## src/rtl/fcc_pkg.sv

```systemverilog
// Shared types, constants and arithmetic helpers for the fan curve controller.
package fcc_pkg;

	localparam int BAND_COUNT_DEF = 8;
	localparam int MAX_BANDS      = 8;

	localparam int PCT_W   = 7;
	localparam int CODE_W  = 8;
	localparam int TEMP_W  = 19;
	localparam int TIME_W  = 32;
	localparam int DEG_W   = 8;
	localparam int HYS_W   = 6;
	localparam int DWELL_W = 16;
	localparam int THR_W   = 64;
	localparam int DUTY_W  = 56;
	localparam int MILLI_W = 20;

	localparam int APB_DW = 64;
	localparam int APB_AW = 6;
	localparam int REG_W  = 3;

	localparam int QUEUE_DEPTH = 4;
	localparam int QPTR_W      = $clog2(QUEUE_DEPTH);
	localparam int QCNT_W      = $clog2(QUEUE_DEPTH + 1);

	// register map indexes (byte address = 8 * index)
	localparam logic [REG_W-1:0] REG_EMERG  = 3'd0;
	localparam logic [REG_W-1:0] REG_HYST   = 3'd1;
	localparam logic [REG_W-1:0] REG_DWELL  = 3'd2;
	localparam logic [REG_W-1:0] REG_STEP   = 3'd3;
	localparam logic [REG_W-1:0] REG_THRESH = 3'd4;
	localparam logic [REG_W-1:0] REG_DUTIES = 3'd5;

	localparam logic [DEG_W-1:0]   EMERG_RST  = 8'd80;
	localparam logic [HYS_W-1:0]   HYST_RST   = 6'd3;
	localparam logic [DWELL_W-1:0] DWELL_RST  = 16'd20;
	localparam logic [PCT_W-1:0]   STEP_RST   = 7'd8;
	localparam logic [THR_W-1:0]   THRESH_RST = 64'hFF46413C37322D00;
	localparam logic [DUTY_W-1:0]  DUTIES_RST = 56'd56693412709498880;

	localparam logic [PCT_W-1:0]  PCT_ZERO  = 7'd0;
	localparam logic [PCT_W-1:0]  PCT_FULL  = 7'd100;
	localparam logic [PCT_W-1:0]  STEP_MIN  = 7'd2;
	localparam logic [CODE_W-1:0] CODE_FULL = 8'd255;

	typedef struct packed {
		logic [DEG_W-1:0]   alarm_deg;
		logic [HYS_W-1:0]   hysteresis_deg;
		logic [DWELL_W-1:0] min_dwell_seconds;
		logic [PCT_W-1:0]   step_size;
		logic [THR_W-1:0]   band_thresholds;
		logic [DUTY_W-1:0]  band_duties;
	} cfg_t;

	// one ramp command: walk from start_pct to end_pct
	typedef struct packed {
		logic [PCT_W-1:0] start_pct;
		logic [PCT_W-1:0] end_pct;
		logic             emergency;
	} cmd_t;

	// degrees (signed) to millidegrees
	function automatic logic signed [MILLI_W-1:0] deg_to_milli(input logic signed [9:0] deg);
		logic signed [29:0] prod;
		prod = 30'(deg) * 30'sd1000;
		return prod[MILLI_W-1:0];
	endfunction

	function automatic logic [PCT_W-1:0] clamp_duty(input logic [PCT_W-1:0] d);
		return (d > PCT_FULL) ? PCT_FULL : d;
	endfunction

	// floor(pct*255/100): 255/100 folded into 1336965 / 2^19, exact for pct 0..100
	function automatic logic [CODE_W-1:0] pct_to_code(input logic [PCT_W-1:0] pct);
		logic [27:0] prod;
		prod = 28'(pct) * 28'd1336965;
		return prod[26:19];
	endfunction

endpackage

```

## src/rtl/fcc_front.sv

```systemverilog
// Front end: takes a sample request, resolves the target duty and queues a ramp command.
module fcc_front #(
	parameter int BAND_COUNT = fcc_pkg::BAND_COUNT_DEF
) (
	input  logic                        clk,
	input  logic                        arst_n,
	input  logic                        sample_valid,
	output logic                        sample_stall,
	input  logic [fcc_pkg::TEMP_W-1:0]  temp_milli,
	input  logic [fcc_pkg::TIME_W-1:0]  now_seconds,
	input  fcc_pkg::cfg_t               cfg,
	input  logic                        full,
	output logic                        push,
	output fcc_pkg::cmd_t               push_cmd
);
	import fcc_pkg::*;

	localparam int IDX_W = $clog2(BAND_COUNT);

	localparam logic [2:0] ST_IDLE  = 3'd0;
	localparam logic [2:0] ST_EMERG = 3'd1;
	localparam logic [2:0] ST_BASE  = 3'd2;
	localparam logic [2:0] ST_CMP   = 3'd3;
	localparam logic [2:0] ST_HYS   = 3'd4;
	localparam logic [2:0] ST_HCMP  = 3'd5;
	localparam logic [2:0] ST_DWELL = 3'd6;

	logic [2:0]                state_q;
	logic [IDX_W-1:0]          idx_q;
	logic [PCT_W-1:0]          level_q;
	logic [TIME_W-1:0]         last_change_q;
	logic signed [TEMP_W-1:0]  temp_q;
	logic [TIME_W-1:0]         now_q;
	logic                      emerg_q;
	logic [PCT_W-1:0]          base_q;
	logic [DEG_W-1:0]          hthr_q;
	logic [PCT_W-1:0]          target_q;

	logic [DEG_W-1:0]          thr_arr [BAND_COUNT];
	logic [PCT_W-1:0]          duty_arr [BAND_COUNT];
	logic signed [MILLI_W-1:0] temp_w;
	logic signed [MILLI_W-1:0] band_milli;
	logic signed [MILLI_W-1:0] emerg_milli;
	logic signed [MILLI_W-1:0] hys_milli;
	logic signed [9:0]         hys_deg;
	logic                      idx_last;
	logic [TIME_W-1:0]         elapsed;
	logic                      refuse;
	logic                      change;

	always_comb begin
		for (int i = 0; i < BAND_COUNT; i++) begin
			thr_arr[i]  = cfg.band_thresholds[8*i +: 8];
			duty_arr[i] = clamp_duty(cfg.band_duties[7*i +: 7]);
		end
	end

	assign temp_w      = MILLI_W'(temp_q);
	assign band_milli  = deg_to_milli($signed({2'b00, thr_arr[idx_q]}));
	assign emerg_milli = deg_to_milli($signed({2'b00, cfg.alarm_deg}));
	assign hys_deg     = $signed({2'b00, hthr_q}) - $signed({4'b0000, cfg.hysteresis_deg});
	assign hys_milli   = deg_to_milli(hys_deg);
	assign idx_last    = (idx_q == IDX_W'(BAND_COUNT - 1));

	// dwell check, wraps modulo 2^32
	assign elapsed = now_q - last_change_q;
	assign refuse  = (elapsed < {16'b0, cfg.min_dwell_seconds});
	assign change  = (target_q != level_q) && !refuse;

	assign sample_stall       = (state_q != ST_IDLE);
	assign push               = (state_q == ST_DWELL) && !full;
	assign push_cmd.start_pct = level_q;
	assign push_cmd.end_pct   = change ? target_q : level_q;
	assign push_cmd.emergency = emerg_q;

	always_ff @(posedge clk or negedge arst_n) begin
		if (!arst_n) begin
			state_q       <= ST_IDLE;
			idx_q         <= '0;
			level_q       <= PCT_ZERO;
			last_change_q <= '0;
		end else begin
			unique case (state_q)
				ST_IDLE: begin
					if (sample_valid) state_q <= ST_EMERG;
				end
				ST_EMERG: begin
					idx_q   <= '0;
					state_q <= (temp_w >= emerg_milli) ? ST_DWELL : ST_BASE;
				end
				ST_BASE: begin
					if (temp_w <= band_milli || idx_last) begin
						state_q <= ST_CMP;
					end else begin
						idx_q <= idx_q + IDX_W'(1);
					end
				end
				ST_CMP: begin
					idx_q   <= '0;
					state_q <= (base_q < level_q) ? ST_HYS : ST_DWELL;
				end
				ST_HYS: begin
					if (duty_arr[idx_q] == base_q || idx_last) begin
						state_q <= ST_HCMP;
					end else begin
						idx_q <= idx_q + IDX_W'(1);
					end
				end
				ST_HCMP: begin
					state_q <= ST_DWELL;
				end
				ST_DWELL: begin
					if (!full) begin
						if (change) begin
							level_q       <= target_q;
							last_change_q <= now_q;
						end
						state_q <= ST_IDLE;
					end
				end
				default: begin
					state_q <= ST_IDLE;
				end
			endcase
		end
	end

	always_ff @(posedge clk) begin
		unique case (state_q)
			ST_IDLE: begin
				if (sample_valid) begin
					temp_q <= $signed(temp_milli);
					now_q  <= now_seconds;
				end
			end
			ST_EMERG: begin
				emerg_q  <= (temp_w >= emerg_milli);
				target_q <= PCT_FULL;
			end
			ST_BASE: begin
				if (temp_w <= band_milli) begin
					base_q <= duty_arr[idx_q];
				end else if (idx_last) begin
					base_q <= PCT_FULL;
				end
			end
			ST_CMP: begin
				hthr_q   <= '0;
				target_q <= (base_q > level_q) ? base_q : level_q;
			end
			ST_HYS: begin
				if (duty_arr[idx_q] == base_q) hthr_q <= thr_arr[idx_q];
			end
			ST_HCMP: begin
				target_q <= (temp_w > hys_milli) ? level_q : base_q;
			end
			ST_DWELL: begin
			end
			default: begin
			end
		endcase
	end

endmodule

```

## src/rtl/fcc_queue.sv

```systemverilog
// Small command FIFO between the front end and the ramp engine.
module fcc_queue (
	input  logic          clk,
	input  logic          arst_n,
	input  logic          push,
	input  fcc_pkg::cmd_t push_cmd,
	output logic          full,
	input  logic          pop,
	output fcc_pkg::cmd_t head,
	output logic          empty
);
	import fcc_pkg::*;

	cmd_t              slot_q [QUEUE_DEPTH];
	logic [QPTR_W-1:0] wr_ptr_q;
	logic [QPTR_W-1:0] rd_ptr_q;
	logic [QCNT_W-1:0] count_q;

	assign full  = (count_q == QCNT_W'(QUEUE_DEPTH));
	assign empty = (count_q == '0);
	assign head  = slot_q[rd_ptr_q];

	always_ff @(posedge clk or negedge arst_n) begin
		if (!arst_n) begin
			wr_ptr_q <= '0;
			rd_ptr_q <= '0;
			count_q  <= '0;
		end else begin
			if (push) wr_ptr_q <= wr_ptr_q + QPTR_W'(1);
			if (pop)  rd_ptr_q <= rd_ptr_q + QPTR_W'(1);
			if (push && !pop) begin
				count_q <= count_q + QCNT_W'(1);
			end else if (pop && !push) begin
				count_q <= count_q - QCNT_W'(1);
			end
		end
	end

	always_ff @(posedge clk) begin
		if (push) slot_q[wr_ptr_q] <= push_cmd;
	end

endmodule

```

## src/rtl/fcc_back.sv

```systemverilog
// Ramp engine: walks each command in clamped steps into the result register.
module fcc_back (
	input  logic                       clk,
	input  logic                       arst_n,
	input  logic [fcc_pkg::PCT_W-1:0]  step_size,
	input  fcc_pkg::cmd_t              head,
	input  logic                       empty,
	output logic                       pop,
	output logic                       result_valid,
	input  logic                       result_stall,
	output logic [fcc_pkg::PCT_W-1:0]  duty_percent,
	output logic [fcc_pkg::CODE_W-1:0] duty_code,
	output logic                       emergency,
	output logic                       last
);
	import fcc_pkg::*;

	logic              busy_q;
	logic              out_valid_q;
	logic [PCT_W-1:0]  pct_q;
	logic [PCT_W-1:0]  tgt_q;
	logic              emerg_run_q;
	logic [PCT_W-1:0]  out_pct_q;
	logic [CODE_W-1:0] out_code_q;
	logic              out_emerg_q;
	logic              out_last_q;

	logic              slot_free;
	logic [PCT_W-1:0]  step;
	logic [PCT_W-1:0]  pct_nxt;

	assign slot_free = !out_valid_q || !result_stall;
	assign step      = (step_size < STEP_MIN) ? STEP_MIN : step_size;
	assign pop       = !busy_q && !empty && slot_free;

	always_comb begin
		if (tgt_q > pct_q) begin
			pct_nxt = ((tgt_q - pct_q) > step) ? pct_q + step : tgt_q;
		end else begin
			pct_nxt = ((pct_q - tgt_q) > step) ? pct_q - step : tgt_q;
		end
	end

	always_ff @(posedge clk or negedge arst_n) begin
		if (!arst_n) begin
			busy_q      <= 1'b0;
			out_valid_q <= 1'b0;
		end else if (slot_free) begin
			if (busy_q) begin
				out_valid_q <= 1'b1;
				if (pct_nxt == tgt_q) busy_q <= 1'b0;
			end else if (pop) begin
				// no change: one result right away, else start walking
				out_valid_q <= (head.start_pct == head.end_pct);
				busy_q      <= (head.start_pct != head.end_pct);
			end else begin
				out_valid_q <= 1'b0;
			end
		end
	end

	always_ff @(posedge clk) begin
		if (slot_free) begin
			if (busy_q) begin
				pct_q       <= pct_nxt;
				out_pct_q   <= pct_nxt;
				out_code_q  <= pct_to_code(pct_nxt);
				out_emerg_q <= emerg_run_q;
				out_last_q  <= (pct_nxt == tgt_q);
			end else if (pop) begin
				pct_q       <= head.start_pct;
				tgt_q       <= head.end_pct;
				emerg_run_q <= head.emergency;
				out_pct_q   <= head.start_pct;
				out_code_q  <= pct_to_code(head.start_pct);
				out_emerg_q <= head.emergency;
				out_last_q  <= 1'b1;
			end
		end
	end

	assign result_valid = out_valid_q;
	assign duty_percent = out_pct_q;
	assign duty_code    = out_code_q;
	assign emergency    = out_emerg_q;
	assign last         = out_last_q;

endmodule

```

## src/rtl/fan_curve_controller.sv

```systemverilog
// Fan curve controller top level: register file, front end, command queue, ramp engine.
// A sample request passes the front end through the emergency check, then, below the alarm,
//   the band scan, a compare and, when the duty would fall, the hysteresis scan, then is queued.
// The front end takes no new request until the last one's command is queued; results leave
//   one per cycle along a ramp while result_stall is low, with a gap before each ramp.
// Reset (arst_n low): level 0%, last change time 0, registers to defaults, queue empty.
module fan_curve_controller #(
	parameter int BAND_COUNT = fcc_pkg::BAND_COUNT_DEF
) (
	input  logic                        clk,
	input  logic                        arst_n,
	// sample request channel
	input  logic                        sample_valid,
	output logic                        sample_stall,
	input  logic [fcc_pkg::TEMP_W-1:0]  temp_milli,
	input  logic [fcc_pkg::TIME_W-1:0]  now_seconds,
	// result channel
	output logic                        result_valid,
	input  logic                        result_stall,
	output logic [fcc_pkg::PCT_W-1:0]   duty_percent,
	output logic [fcc_pkg::CODE_W-1:0]  duty_code,
	output logic                        emergency,
	output logic                        last,
	// register port, 64-bit registers at 8-byte spacing
	input  logic                        psel,
	input  logic                        penable,
	input  logic                        pwrite,
	input  logic [fcc_pkg::APB_AW-1:0]  paddr,
	input  logic [fcc_pkg::APB_DW-1:0]  pwdata,
	output logic [fcc_pkg::APB_DW-1:0]  prdata,
	output logic                        pready
);
	import fcc_pkg::*;

	cfg_t             cfg_q;
	logic [REG_W-1:0] reg_idx;
	logic             wr_en;

	logic             q_push;
	logic             q_pop;
	logic             q_full;
	logic             q_empty;
	cmd_t             q_in;
	cmd_t             q_head;

	// ------------------------------------------------------------------
	// Register file. Writes land on the access phase; pready is tied high
	// so every transfer is zero wait-state. Indexes past the map are dropped.
	// ------------------------------------------------------------------
	assign pready  = 1'b1;
	assign reg_idx = paddr[APB_AW-1:3];
	assign wr_en   = psel && penable && pwrite;

	always_ff @(posedge clk or negedge arst_n) begin
		if (!arst_n) begin
			cfg_q.alarm_deg         <= EMERG_RST;
			cfg_q.hysteresis_deg    <= HYST_RST;
			cfg_q.min_dwell_seconds <= DWELL_RST;
			cfg_q.step_size         <= STEP_RST;
			cfg_q.band_thresholds   <= THRESH_RST;
			cfg_q.band_duties       <= DUTIES_RST;
		end else if (wr_en) begin
			case (reg_idx)
				REG_EMERG:  cfg_q.alarm_deg         <= pwdata[DEG_W-1:0];
				REG_HYST:   cfg_q.hysteresis_deg    <= pwdata[HYS_W-1:0];
				REG_DWELL:  cfg_q.min_dwell_seconds <= pwdata[DWELL_W-1:0];
				REG_STEP:   cfg_q.step_size         <= pwdata[PCT_W-1:0];
				REG_THRESH: cfg_q.band_thresholds   <= pwdata[THR_W-1:0];
				REG_DUTIES: cfg_q.band_duties       <= pwdata[DUTY_W-1:0];
				default: begin
				end
			endcase
		end
	end

	always_comb begin
		case (reg_idx)
			REG_EMERG:  prdata = APB_DW'(cfg_q.alarm_deg);
			REG_HYST:   prdata = APB_DW'(cfg_q.hysteresis_deg);
			REG_DWELL:  prdata = APB_DW'(cfg_q.min_dwell_seconds);
			REG_STEP:   prdata = APB_DW'(cfg_q.step_size);
			REG_THRESH: prdata = APB_DW'(cfg_q.band_thresholds);
			REG_DUTIES: prdata = APB_DW'(cfg_q.band_duties);
			default:    prdata = '0;
		endcase
	end

	// ------------------------------------------------------------------
	// Front end: owns the controller state (current level, last change
	// time) and commits it when the command is queued, so the next
	// request can be classified while the ramp is still being emitted.
	// ------------------------------------------------------------------
	fcc_front #(
		.BAND_COUNT (BAND_COUNT)
	) u_front (
		.clk          (clk),
		.arst_n       (arst_n),
		.sample_valid (sample_valid),
		.sample_stall (sample_stall),
		.temp_milli   (temp_milli),
		.now_seconds  (now_seconds),
		.cfg          (cfg_q),
		.full         (q_full),
		.push         (q_push),
		.push_cmd     (q_in)
	);

	// decouples classification from a ramp that may take up to 50 results
	fcc_queue u_queue (
		.clk      (clk),
		.arst_n   (arst_n),
		.push     (q_push),
		.push_cmd (q_in),
		.full     (q_full),
		.pop      (q_pop),
		.head     (q_head),
		.empty    (q_empty)
	);

	// Ramp engine with registered result; holds under result_stall.
	fcc_back u_back (
		.clk          (clk),
		.arst_n       (arst_n),
		.step_size    (cfg_q.step_size),
		.head         (q_head),
		.empty        (q_empty),
		.pop          (q_pop),
		.result_valid (result_valid),
		.result_stall (result_stall),
		.duty_percent (duty_percent),
		.duty_code    (duty_code),
		.emergency    (emergency),
		.last         (last)
	);

endmodule

```

## config.mk

```make
export PLATFORM = sky130hd
export DESIGN_NAME = fan_curve_controller
export DESIGN_NICKNAME = d
export VERILOG_FILES = /design/src/rtl/fcc_pkg.sv /design/src/rtl/fcc_front.sv /design/src/rtl/fcc_queue.sv /design/src/rtl/fcc_back.sv /design/src/rtl/fan_curve_controller.sv
export SDC_FILE = /design/constraint.sdc
export NUM_CORES = 1
export LEC_CHECK = 0
export BUFFER_PORTS_ARGS = -buffer_cell sky130_fd_sc_hd__buf_2
export CAP_MARGIN = 20
export CORE_UTILIZATION = 64
export CTS_BUF_LIST = sky130_fd_sc_hd__clkbuf_2
export DETAILED_ROUTE_END_ITERATION = 12
export PLACE_DENSITY = 0.9
export SYNTH_ARGS = -nofsm -noshare
export SYNTH_HDL_FRONTEND = slang
export SYNTH_SLANG_ARGS = --single-unit
```

## constraint.sdc

```tcl
create_clock -name clk -period 9.5 [get_ports clk]
set_input_delay 0.475 -clock clk [delete_from_list [all_inputs] [get_ports clk]]
set_output_delay 0.475 -clock clk [all_outputs]
set_load 0.01 [all_outputs]
```

Word-level counts from Yosys, hierarchy flattened. Memories as Yosys holds them, arrays and structs flattened. Cells that the tools add are included.

Reduce and logical (&&, ||, !) cells: 45. Bitwise logic cells: 3. Eq/ne operators: 25. Muxes and demuxes: 54. Add/sub/neg operators: 11. $mul: 5. Magnitude comparators: 19.

Operator list (number): $pmux W64 S6 (1); $mux W7 (21); $gt A7 B7 Y1 const B (8); $mul A7 B21 Y27 const B (2); $mux W8 (5); $lt A32 B16 Y1 (1); $sub A32 B32 Y32 (1); $mul A8 B7 Y15 const B (2); $gt A7 B7 Y1 (4); $mux W3 (9); $bmux W8 S3 (1); $reduce_and A2 Y1 (11); $bmux W7 S3 (1); $eq A3 B3 Y1 const B (7); $eq A7 B7 Y1 (3); $pmux W3 S7 (1); $pmux W7 S3 (1); $sub A7 B7 Y7 (3); $gt A19 B20 Y1 (1); $ge A19 B19 Y1 (1); $le A19 B19 Y1 (1); $mul A9 B8 Y17 const B (1); $pmux W8 S2 (1); $ne A7 B7 Y1 (2); other kinds (26) (73).

Word-level logic and storage cells: 190. Bits in writable memories: 60. Input port bits: 128. Memories kept: 1. Flip-flop bits (word level): 310.

Memory list: u_queue.slot_q (depth 4, width 15, read ports 1, clocked after Yosys merged registers in 0, wr ports 1, RTL line fcc_queue.sv:14) `cmd_t slot_q [QUEUE_DEPTH];`.

Depth between registers and ports, before layout. Gate-level depths: netlist of the first run.

Depth after elaboration: 9. Depth in mapped cells: 37. Gate-level depth less buffers: 37.

Cells and area by module. A second synthesis of the first run with hierarchy kept.

Cells, all modules: 2692. Area total of the unflattened synthesis: 29906.2 um2.

Modules (own cells, without submodules): fcc_front (area an instance 13958.4 um2, sequential area each 3348.2 um2, instances 1, cells each 1425); fan_curve_controller (area an instance 7497.2 um2, sequential area each 4002.6 um2, instances 1, cells each 509); fcc_back (area an instance 5853.1 um2, sequential area each 800.8 um2, instances 1, cells each 645); fcc_queue (area an instance 2597.5 um2, sequential area each 1976.9 um2, instances 1, cells each 113).

Worst setup path before layout of the first run. Ideal clock, no wire load.

Kind: register -> register. From: register u_front.idx_q[0]. To: register u_front.base_q[0], enable pin. Cell stages (with the launch flop): 32. Clock period less this slack: 8642 ps. Path slack: 858 ps. Arrival: 8251 ps. Cell sequence: dfrtp_1 -> clkbuf_1 -> buf_1 -> buf_1 -> mux4_2 -> nand2_1 -> nand2_1 -> fa_1 -> inv_1 -> fa_1 -> fa_1 -> inv_1 -> fa_1 -> ha_1 -> inv_1 -> o21ai_0 -> a21oi_1 -> o21ai_0 -> a21oi_1 -> o21ai_0 -> nor4_1 -> nor3_1 -> xnor2_1 -> ha_1 -> nor2b_1 -> nand3_1 -> nor3_1 -> a221oi_1 -> o21ai_0 -> o21ai_1 -> nor2_1 -> nor4_1.

Cells in the longest elaborated chain, start to end: 8. Elaborated cells between the ends (all ways): 9.

Ends and longest elaborated chain: from (decl) (RTL line fcc_front.sv:29) `logic [IDX_W-1:0] idx_q;`; from (signal assigned) (RTL line fcc_front.sv:95) `idx_q <= idx_q + IDX_W'(1);`; from (signal assigned) (RTL line fcc_front.sv:106) `idx_q <= idx_q + IDX_W'(1);`; $not A3 Y4 (not written as such) (RTL line fcc_front.sv:59) `assign band_milli = deg_to_milli($signed({2'b00, thr_arr[idx_q]}));`; $bmux W8 S3 (RTL line fcc_front.sv:59); $mux W8 (not written as such) (2 in series) (RTL line fcc_front.sv:59); $mul A8 B7 Y15 (RTL line fcc_pkg.sv:65) `prod = 30'(deg) * 30'sd1000;`; $le A19 B19 Y1 (RTL line fcc_front.sv:141) `if (temp_w <= band_milli) begin`; $reduce_bool A2 Y1 (no line) (*); $reduce_and A2 Y1 (no line) (*); to (signal assigned) (RTL line fcc_front.sv:142) `base_q <= duty_arr[idx_q];`; to (decl) (RTL line fcc_front.sv:35) `logic [PCT_W-1:0] base_q;`.

Mark *: on every way between the ends. The rest lies on a longest branch, timed or not. The select of a mux whose other input is x is not followed. A chain may end at the register's enable or synchronous reset.

Worst setup path after layout of the first run.
From: register u_front.idx_q[1]. To: register u_front.idx_q[1].

Cells in the longest elaborated chain, start to end: 9. Elaborated cells between the ends (all ways): 20.

Ends and longest elaborated chain: $not A3 Y4 (not written as such) (RTL line fcc_front.sv:59); $bmux W8 S3 (RTL line fcc_front.sv:59); $mux W8 (not written as such) (2 in series) (RTL line fcc_front.sv:59); $mul A8 B7 Y15 (RTL line fcc_pkg.sv:65); named net u_front.band_milli[4] (RTL line fcc_front.sv:42) `logic signed [MILLI_W-1:0] band_milli;`; $le A19 B19 Y1 (RTL line fcc_front.sv:92) `if (temp_w <= band_milli || idx_last) begin`; $logic_or A1 B1 Y1 (RTL line fcc_front.sv:92); $ne A2 B2 Y1 (no line); $reduce_and A3 Y1 (no line).

The timed path passes the listed nets, and every way through them passes these cells. The select of a mux whose other input is x is not followed.

==> flow_metrics.env, run 1 <==
export IMPL_first_pass_iters=9
export IMPL_clock_latency_reported_for_the_late_side_of_the_worst_skew_pair_ps=1130
export IMPL_core_area_sq_um=44200
export IMPL_worst_clock_skew_ps=111
export IMPL_yosysSeqAreaShare_pct=35.3
export IMPL_cts_buffer_count=94
export IMPL_global_route_wire_length_before_repair_microns=128000
export IMPL_yosysWarningCount=0
export IMPL_synth_main_ff_cell="sky130_fd_sc_hd__edfxtp_1"
export IMPL_grt_use_total_pct=36.3
export IMPL_tritoncts="done"
export IMPL_setup_violations_final=0
export IMPL_end_kind="register"
export IMPL_clock_root_buffer="sky130_fd_sc_hd__clkbuf_2"
export IMPL_post_route_drc_count=0
export IMPL_wire_length_per_cell_microns=21.8
export IMPL_post_synth_inst_count=2660
export IMPL_worstSetupEndpoint="u_front.idx_q[1]"
export IMPL_placement_cell_area_sq_um=30400
export IMPL_worstReg2RegEnd="u_front.idx_q[1]"
export IMPL_crit_path_max_incr_delay_ps=930
export IMPL_share_of_final_layout_standard_cells_stronger_than_drive_strength_1_pct=22.2
export IMPL_synth_largest_area_cell="sky130_fd_sc_hd__edfxtp_1"
export IMPL_fill_cells=2755
export IMPL_setup_total_negative_slack_ps=0
export IMPL_max_slew_margin_pct=33.8
export IMPL_yosys_top_cells_area="sky130_fd_sc_hd__edfxtp_1, sky130_fd_sc_hd__ha_1, sky130_fd_sc_hd__dfrtp_1"
export IMPL_outcome="finished clean"
export IMPL_r2r_cell_count=31
export IMPL_clock_path_buffers=3
export IMPL_grt_max_degree=68
export IMPL_syn_nets=3262
export IMPL_width_of_the_die_microns=214
export IMPL_worst_setup_hold_path_clk_slew_ps=170
export IMPL_first_global_vias=24700
export IMPL_fin_max_slew_vios=0
export IMPL_pin_count=212
export IMPL_reg2reg_slack_ps=480
export IMPL_finalCriticalPeriod_ps=9020
export IMPL_timing_hold_worst_class="input port to async pin"
export IMPL_cts_htree_levels=3
export IMPL_post_dp_hpwl_microns=56600
export IMPL_kind_of_critical_path="register to register"
export IMPL_die_h_microns=214
export IMPL_share_of_flip_flops_with_an_asynchronous_set_or_reset_pct=57.0
export IMPL_synth_cell_types=84
export IMPL_row_count=77
export IMPL_clkSinkCount=370
export IMPL_worst_ep_required_time_ps=10560
export IMPL_numPortBuffers=207
export IMPL_cp_start_kind="register"
export IMPL_ant_nets=0
export IMPL_timing_worst_slew_pin_value_ps=993
export IMPL_global_route_overflow=0
export IMPL_cts_repair_resize_count=0
export IMPL_start_util_pct=65.0
export IMPL_detailed_route_via_count=23600
export IMPL_max_cap_violations=0
export IMPL_number_of_antenna_violations_at_the_first_check_in_global_routing=7
export IMPL_final_min_period_over_clock_period_pct=94.9
export IMPL_worstReg2RegStart="u_front.idx_q[1]"
export IMPL_area_share_of_the_largest_cell_type_after_synthesis_pct=16.6
export IMPL_dp_cells=3401
export IMPL_routed_via_density=6.36
export IMPL_timing_critical_path_arrival_ps=10080
export IMPL_syn_area_sq_um=28700
export IMPL_post_layout_nonfiller_instances=3708
export IMPL_num_nets_final=3629
export IMPL_synth_enable_flop_cells=159
export IMPL_design_die_area_sq_um=45700
export IMPL_crit_start="u_front.idx_q[1]"
export IMPL_number_of_storage_elements_in_the_synthesis_netlist=370
export IMPL_worst_slack_setup_final_ps=483
export IMPL_grt_setup_unrepaired="false"
export IMPL_place_worst_setup_slack_ps=725
export IMPL_synthTopCellsByCount="sky130_fd_sc_hd__ha_1, sky130_fd_sc_hd__inv_1, sky130_fd_sc_hd__mux2_2"
export IMPL_hold_viol_final=0
export IMPL_synth_most_common_cell="sky130_fd_sc_hd__ha_1"
export IMPL_initialDrtViolationCount=2199
export IMPL_design_area_sq_um=32600
export IMPL_synth_avg_cell_area_sq_um=10.8
export IMPL_finalWirelength_microns=80800
export IMPL_critical_path_peak_fanout=20
export IMPL_achievable_frequency_ghz=0.111
export IMPL_flow_area_growth_from_synthesis_pct=13.5
export IMPL_finalWeightedCongestion=0.971
export IMPL_cp_slowest_cell="sky130_fd_sc_hd__dfrtp_1"
==> worst min-delay path by stage <==
stage                                    from                   endpoint  depth (start not counted)
CTS                            now_seconds[7]           u_front.now_q[7]                          2
detailed placement  u_front.last_change_q[20]  u_front.last_change_q[20]                          1
floorplan                              arst_n                   cfg_q[0]                          0
global route                   now_seconds[6]           u_front.now_q[6]                          2
global placement           u_queue.count_q[2]         u_queue.count_q[2]                          1
finish                                 arst_n                  cfg_q[15]                          2
==> through the flow <==
| stage | hold WS (ps) | util (%) |
|---|---|---|
| floorplan | 179 | - |
| global placement | 471 | 68.8 |
| detailed placement | 495 | 68.8 |
| CTS | 6.38 | 73.6 |
| global route | 30.1 | 73.7 |
| finish | 51.0 | 73.7 |
==> area by class of cell <==
class / instances / area, sq um / share of cell area (%)
sequential: 370 / 10100 / 31.1
clock buffer: 141 / 706 / 2.16
tap: 592 / 741 / 2.27
clock inverter: 33 / 229 / 0.702
antenna: 11 / 27.5 / 0.0844
timing repair buffer: 353 / 2450 / 7.52
multi-input combinational: 1877 / 17100 / 52.4
inverter: 331 / 1240 / 3.81
==> state kept, by name (all words and copies together) (netlist names), 8 cells and up <==
register               cells
cfg_q                    157
u_back.duty_code           8
u_front.hthr_q             8
u_front.last_change_q     32
u_front.now_q             32
u_front.temp_q            19
u_queue.slot_q            60
==> cell usage in the layout (no fill, tap or decap), types with 28 or more instances in the layout <==
cell type,Yosys,final
sky130_fd_sc_hd__o21ai_0,122,122
sky130_fd_sc_hd__nand2_1,159,159
sky130_fd_sc_hd__a21oi_1,118,117
sky130_fd_sc_hd__fa_1,104,104
sky130_fd_sc_hd__buf_2,3,206
sky130_fd_sc_hd__xor2_1,51,51
sky130_fd_sc_hd__a22o_1,47,47
sky130_fd_sc_hd__dfstp_2,59,59
sky130_fd_sc_hd__dlygate4sd3_1,0,119
sky130_fd_sc_hd__mux4_2,36,36
sky130_fd_sc_hd__ha_1,370,370
sky130_fd_sc_hd__xnor2_1,81,81
sky130_fd_sc_hd__mux2_2,167,167
sky130_fd_sc_hd__dfrtp_1,152,151
sky130_fd_sc_hd__nor2_1,114,111
sky130_fd_sc_hd__edfxtp_1,159,159
sky130_fd_sc_hd__clkbuf_2,0,141
sky130_fd_sc_hd__a21o_1,54,54
sky130_fd_sc_hd__mux2i_1,41,41
sky130_fd_sc_hd__inv_1,329,329
sky130_fd_sc_hd__nand4_1,28,28
sky130_fd_sc_hd__nand3_1,33,33
==> metal layers <==
metal  track usage, %  vias up  routed length [microns]
li1                 -    10300                        -
met1             42.7    11400                    28900
met2             61.5     1513                    39300
met3             9.08      404                     8100
met4             19.0        0                     4380
met5                0        -                        0
==> kinds of logic after synthesis <==
family | after synthesis | share of synthesized area, %
flip-flops | 370 | 35.3
adder cells (fa/ha/maj) | 474 | 23.4
AND/OR/NAND/NOR | 485 | 8.12
buffers and inverters | 413 | 5.46
multiplexers | 254 | 11.3
AO/OA/AOI/OAI | 530 | 12.4
other | 2 | 0.0261
XOR/XNOR | 132 | 4.02
==> worst max-delay path, delay by kind of cell (launching register included) <==
kind	cells	cell delay [ps]
compound gates	10	2190
buf+inv	5	740
flops	1	930
xor+xnor	1	220
simple gates	6	870
fa+ha+maj	6	2680
mux	3	1320
==> what timing repair did <==
item                       in CTS  in global routing
hold endpoints to repair      289                  0
hold buffers                  120                  0
setup endpoints to repair       0                  4
buffers inserted                0                  2
Power of run 1 is not shown: default switching activity piles up to over one toggle a cycle in this logic, so the estimate is an artifact.
==> run 2: changes to the inputs <==
--- a/config.mk
+++ b/config.mk
@@ -7,10 +7,10 @@
 export LEC_CHECK = 0
 export BUFFER_PORTS_ARGS = -buffer_cell sky130_fd_sc_hd__buf_2
 export CAP_MARGIN = 20
-export CORE_UTILIZATION = 64
+export CORE_UTILIZATION = 50
 export CTS_BUF_LIST = sky130_fd_sc_hd__clkbuf_2
 export DETAILED_ROUTE_END_ITERATION = 12
-export PLACE_DENSITY = 0.9
+export PLACE_DENSITY = 0.74
 export SYNTH_ARGS = -nofsm -noshare
 export SYNTH_HDL_FRONTEND = slang
 export SYNTH_SLANG_ARGS = --single-unit
==> flow_metrics.env, run 2 (synthesized netlist as in run 1, its figures left out) <==
export IMPL_outcome="finished clean"
export IMPL_crit_path_max_incr_delay_ps=570
export IMPL_achievable_frequency_ghz=0.114
export IMPL_start_util_pct=50.7
export IMPL_routed_via_density=5.76
export IMPL_post_dp_hpwl_microns=57600
export IMPL_multiInputGateArea_sq_um=17100
export IMPL_worst_clock_skew_ps=78.4
export IMPL_whs_path_depth=2
export IMPL_number_of_antenna_violations_at_the_first_check_in_global_routing=4
export IMPL_largest_register_ffs=157
export IMPL_cts_repair_resize_count=0
export IMPL_initialDrtViolationCount=1643
export IMPL_grt_setup_unrepaired="false"
export IMPL_timing_critical_path_arrival_ps=9710
export IMPL_pin_count=212
export IMPL_tritoncts="done"
export IMPL_layout_commonest_cell="sky130_fd_sc_hd__ha_1"
export IMPL_timing_hold_worst_class="input port to register"
export IMPL_global_route_wire_length_before_repair_microns=122000
export IMPL_fin_max_slew_vios=0
export IMPL_end_kind="register"
export IMPL_global_route_overflow=0
export IMPL_hold_viol_final=0
export IMPL_first_global_vias=23100
export IMPL_critical_path_peak_fanout=5
export IMPL_clock_latency_reported_for_the_late_side_of_the_worst_skew_pair_ps=1120
export IMPL_cp_top_family="adder cells"
export IMPL_clkSinkCount=370
export IMPL_post_route_drc_count=0
export IMPL_first_pass_iters=6
export IMPL_r2r_cell_count=34
export IMPL_setup_total_negative_slack_ps=0
export IMPL_finalWirelength_microns=76400
export IMPL_largest_registers="cfg_q (157), u_queue.slot_q (60)"
export IMPL_kind_of_critical_path="register to register"
export IMPL_finalWeightedCongestion=0.976
export IMPL_max_slew_margin_pct=35.8
export IMPL_core_area_sq_um=56600
export IMPL_finalCoreUtilization_pct=58.0
export IMPL_worst_ep_required_time_ps=10460
export IMPL_worst_setup_hold_path_clk_slew_ps=110
export IMPL_finalCriticalPeriod_ps=8750
export IMPL_cp_slowest_cell="sky130_fd_sc_hd__dfstp_2"
export IMPL_fill_cells=4672
export IMPL_die_h_microns=242
export IMPL_detailed_route_via_count=22300
export IMPL_worstHoldStart="now_seconds[14]"
export IMPL_cts_htree_levels=3
export IMPL_final_min_period_over_clock_period_pct=92.1
export IMPL_crit_start="cfg_q[143]"
export IMPL_max_cap_violations=0
export IMPL_place_worst_setup_slack_ps=787
export IMPL_cp_start_kind="register"
export IMPL_largest_register="cfg_q"
export IMPL_cts_buffer_count=93
export IMPL_worstReg2RegStart="cfg_q[143]"
export IMPL_reg2reg_slack_ps=750
export IMPL_layout_common_cells="sky130_fd_sc_hd__ha_1, sky130_fd_sc_hd__inv_1, sky130_fd_sc_hd__buf_2"
export IMPL_grt_max_degree=76
export IMPL_clock_root_buffer="sky130_fd_sc_hd__clkbuf_2"
export IMPL_ant_nets=0
export IMPL_setup_violations_final=0
export IMPL_design_die_area_sq_um=58400
export IMPL_wire_length_per_cell_microns=19.8
export IMPL_worstReg2RegEnd="u_front.target_q[4]"
export IMPL_share_of_final_layout_standard_cells_stronger_than_drive_strength_1_pct=22.2
export IMPL_row_count=87
export IMPL_width_of_the_die_microns=242
export IMPL_timing_hold_worst_endpoint="u_front.now_q[14]"
export IMPL_clock_path_buffers=3
export IMPL_numPortBuffers=207
export IMPL_num_nets_final=3634
export IMPL_sequential_cell_area_sq_um=10100
export IMPL_cp_buffers_inverters=5
export IMPL_timing_worst_slew_pin_value_ps=963
export IMPL_worst_slack_setup_final_ps=746
export IMPL_flow_area_growth_from_synthesis_pct=14.2
export IMPL_grt_use_total_pct=26.1
export IMPL_worst_hold_slack_ps=79.0
run 2: cell type report:
cell class	count	share of cell area, %
Clock buffer	154	2.35
Inverter	331	3.79
Antenna cell	5	0.0381
Timing Repair Buffer	359	7.75
Clock inverter	16	0.286
Sequential cell	370	30.9
Tap cell	756	2.88
Multi-Input combinational cell	1877	52.0
run 2: per-stage QoR:
stage / instance area [sq um] / std cells
5_1_grt: 32800 / 3867
6_report: 32800 / 3868
3_3_place_gp: 30600 / 3565
3_5_place_dp: 30600 / 3565
4_1_cts: 32800 / 3862
2_1_floorplan: 28700 / 2660
run 2: what timing repair did:
item	in CTS	in global routing
buffers inserted	0	0
hold endpoints to repair	307	0
hold buffers	127	0
run 2: worst max path at each step:
stage	cells past startpoint	to	slack, ps
floorplan	31	u_front.base_q[0]	860
global placement	33	u_front.target_q[3]	1050
detailed placement	34	u_front.target_q[0]	790
CTS	34	u_front.target_q[0]	760
global route	36	u_front.target_q[0]	100
finish	34	u_front.target_q[4]	750
run 2: routing by layer:
layer | wire length [microns] | part of all wire (%) | track usage, % | vias up
met5 | 0 | 0 | 0 | -
met4 | 2970 | 3.9 | 10.7 | 0
met3 | 5660 | 7.4 | 5.44 | 219
met2 | 36700 | 48 | 44.1 | 874
met1 | 31100 | 41 | 32.4 | 10900
li1 | - | - | - | 10300
run 2: worst reg2reg max path: cells and delay by family, from the launching register on:
kind	cells	cell delay [ps]
adders and majority gates	8	3160
AOI/OAI and AO/OA	12	2500
DFF	1	570
xor gates and xnor gates	1	350
buffers and inverters	5	410
and+or+nand+nor	8	1620
Power of run 2 is left out for the same reason.
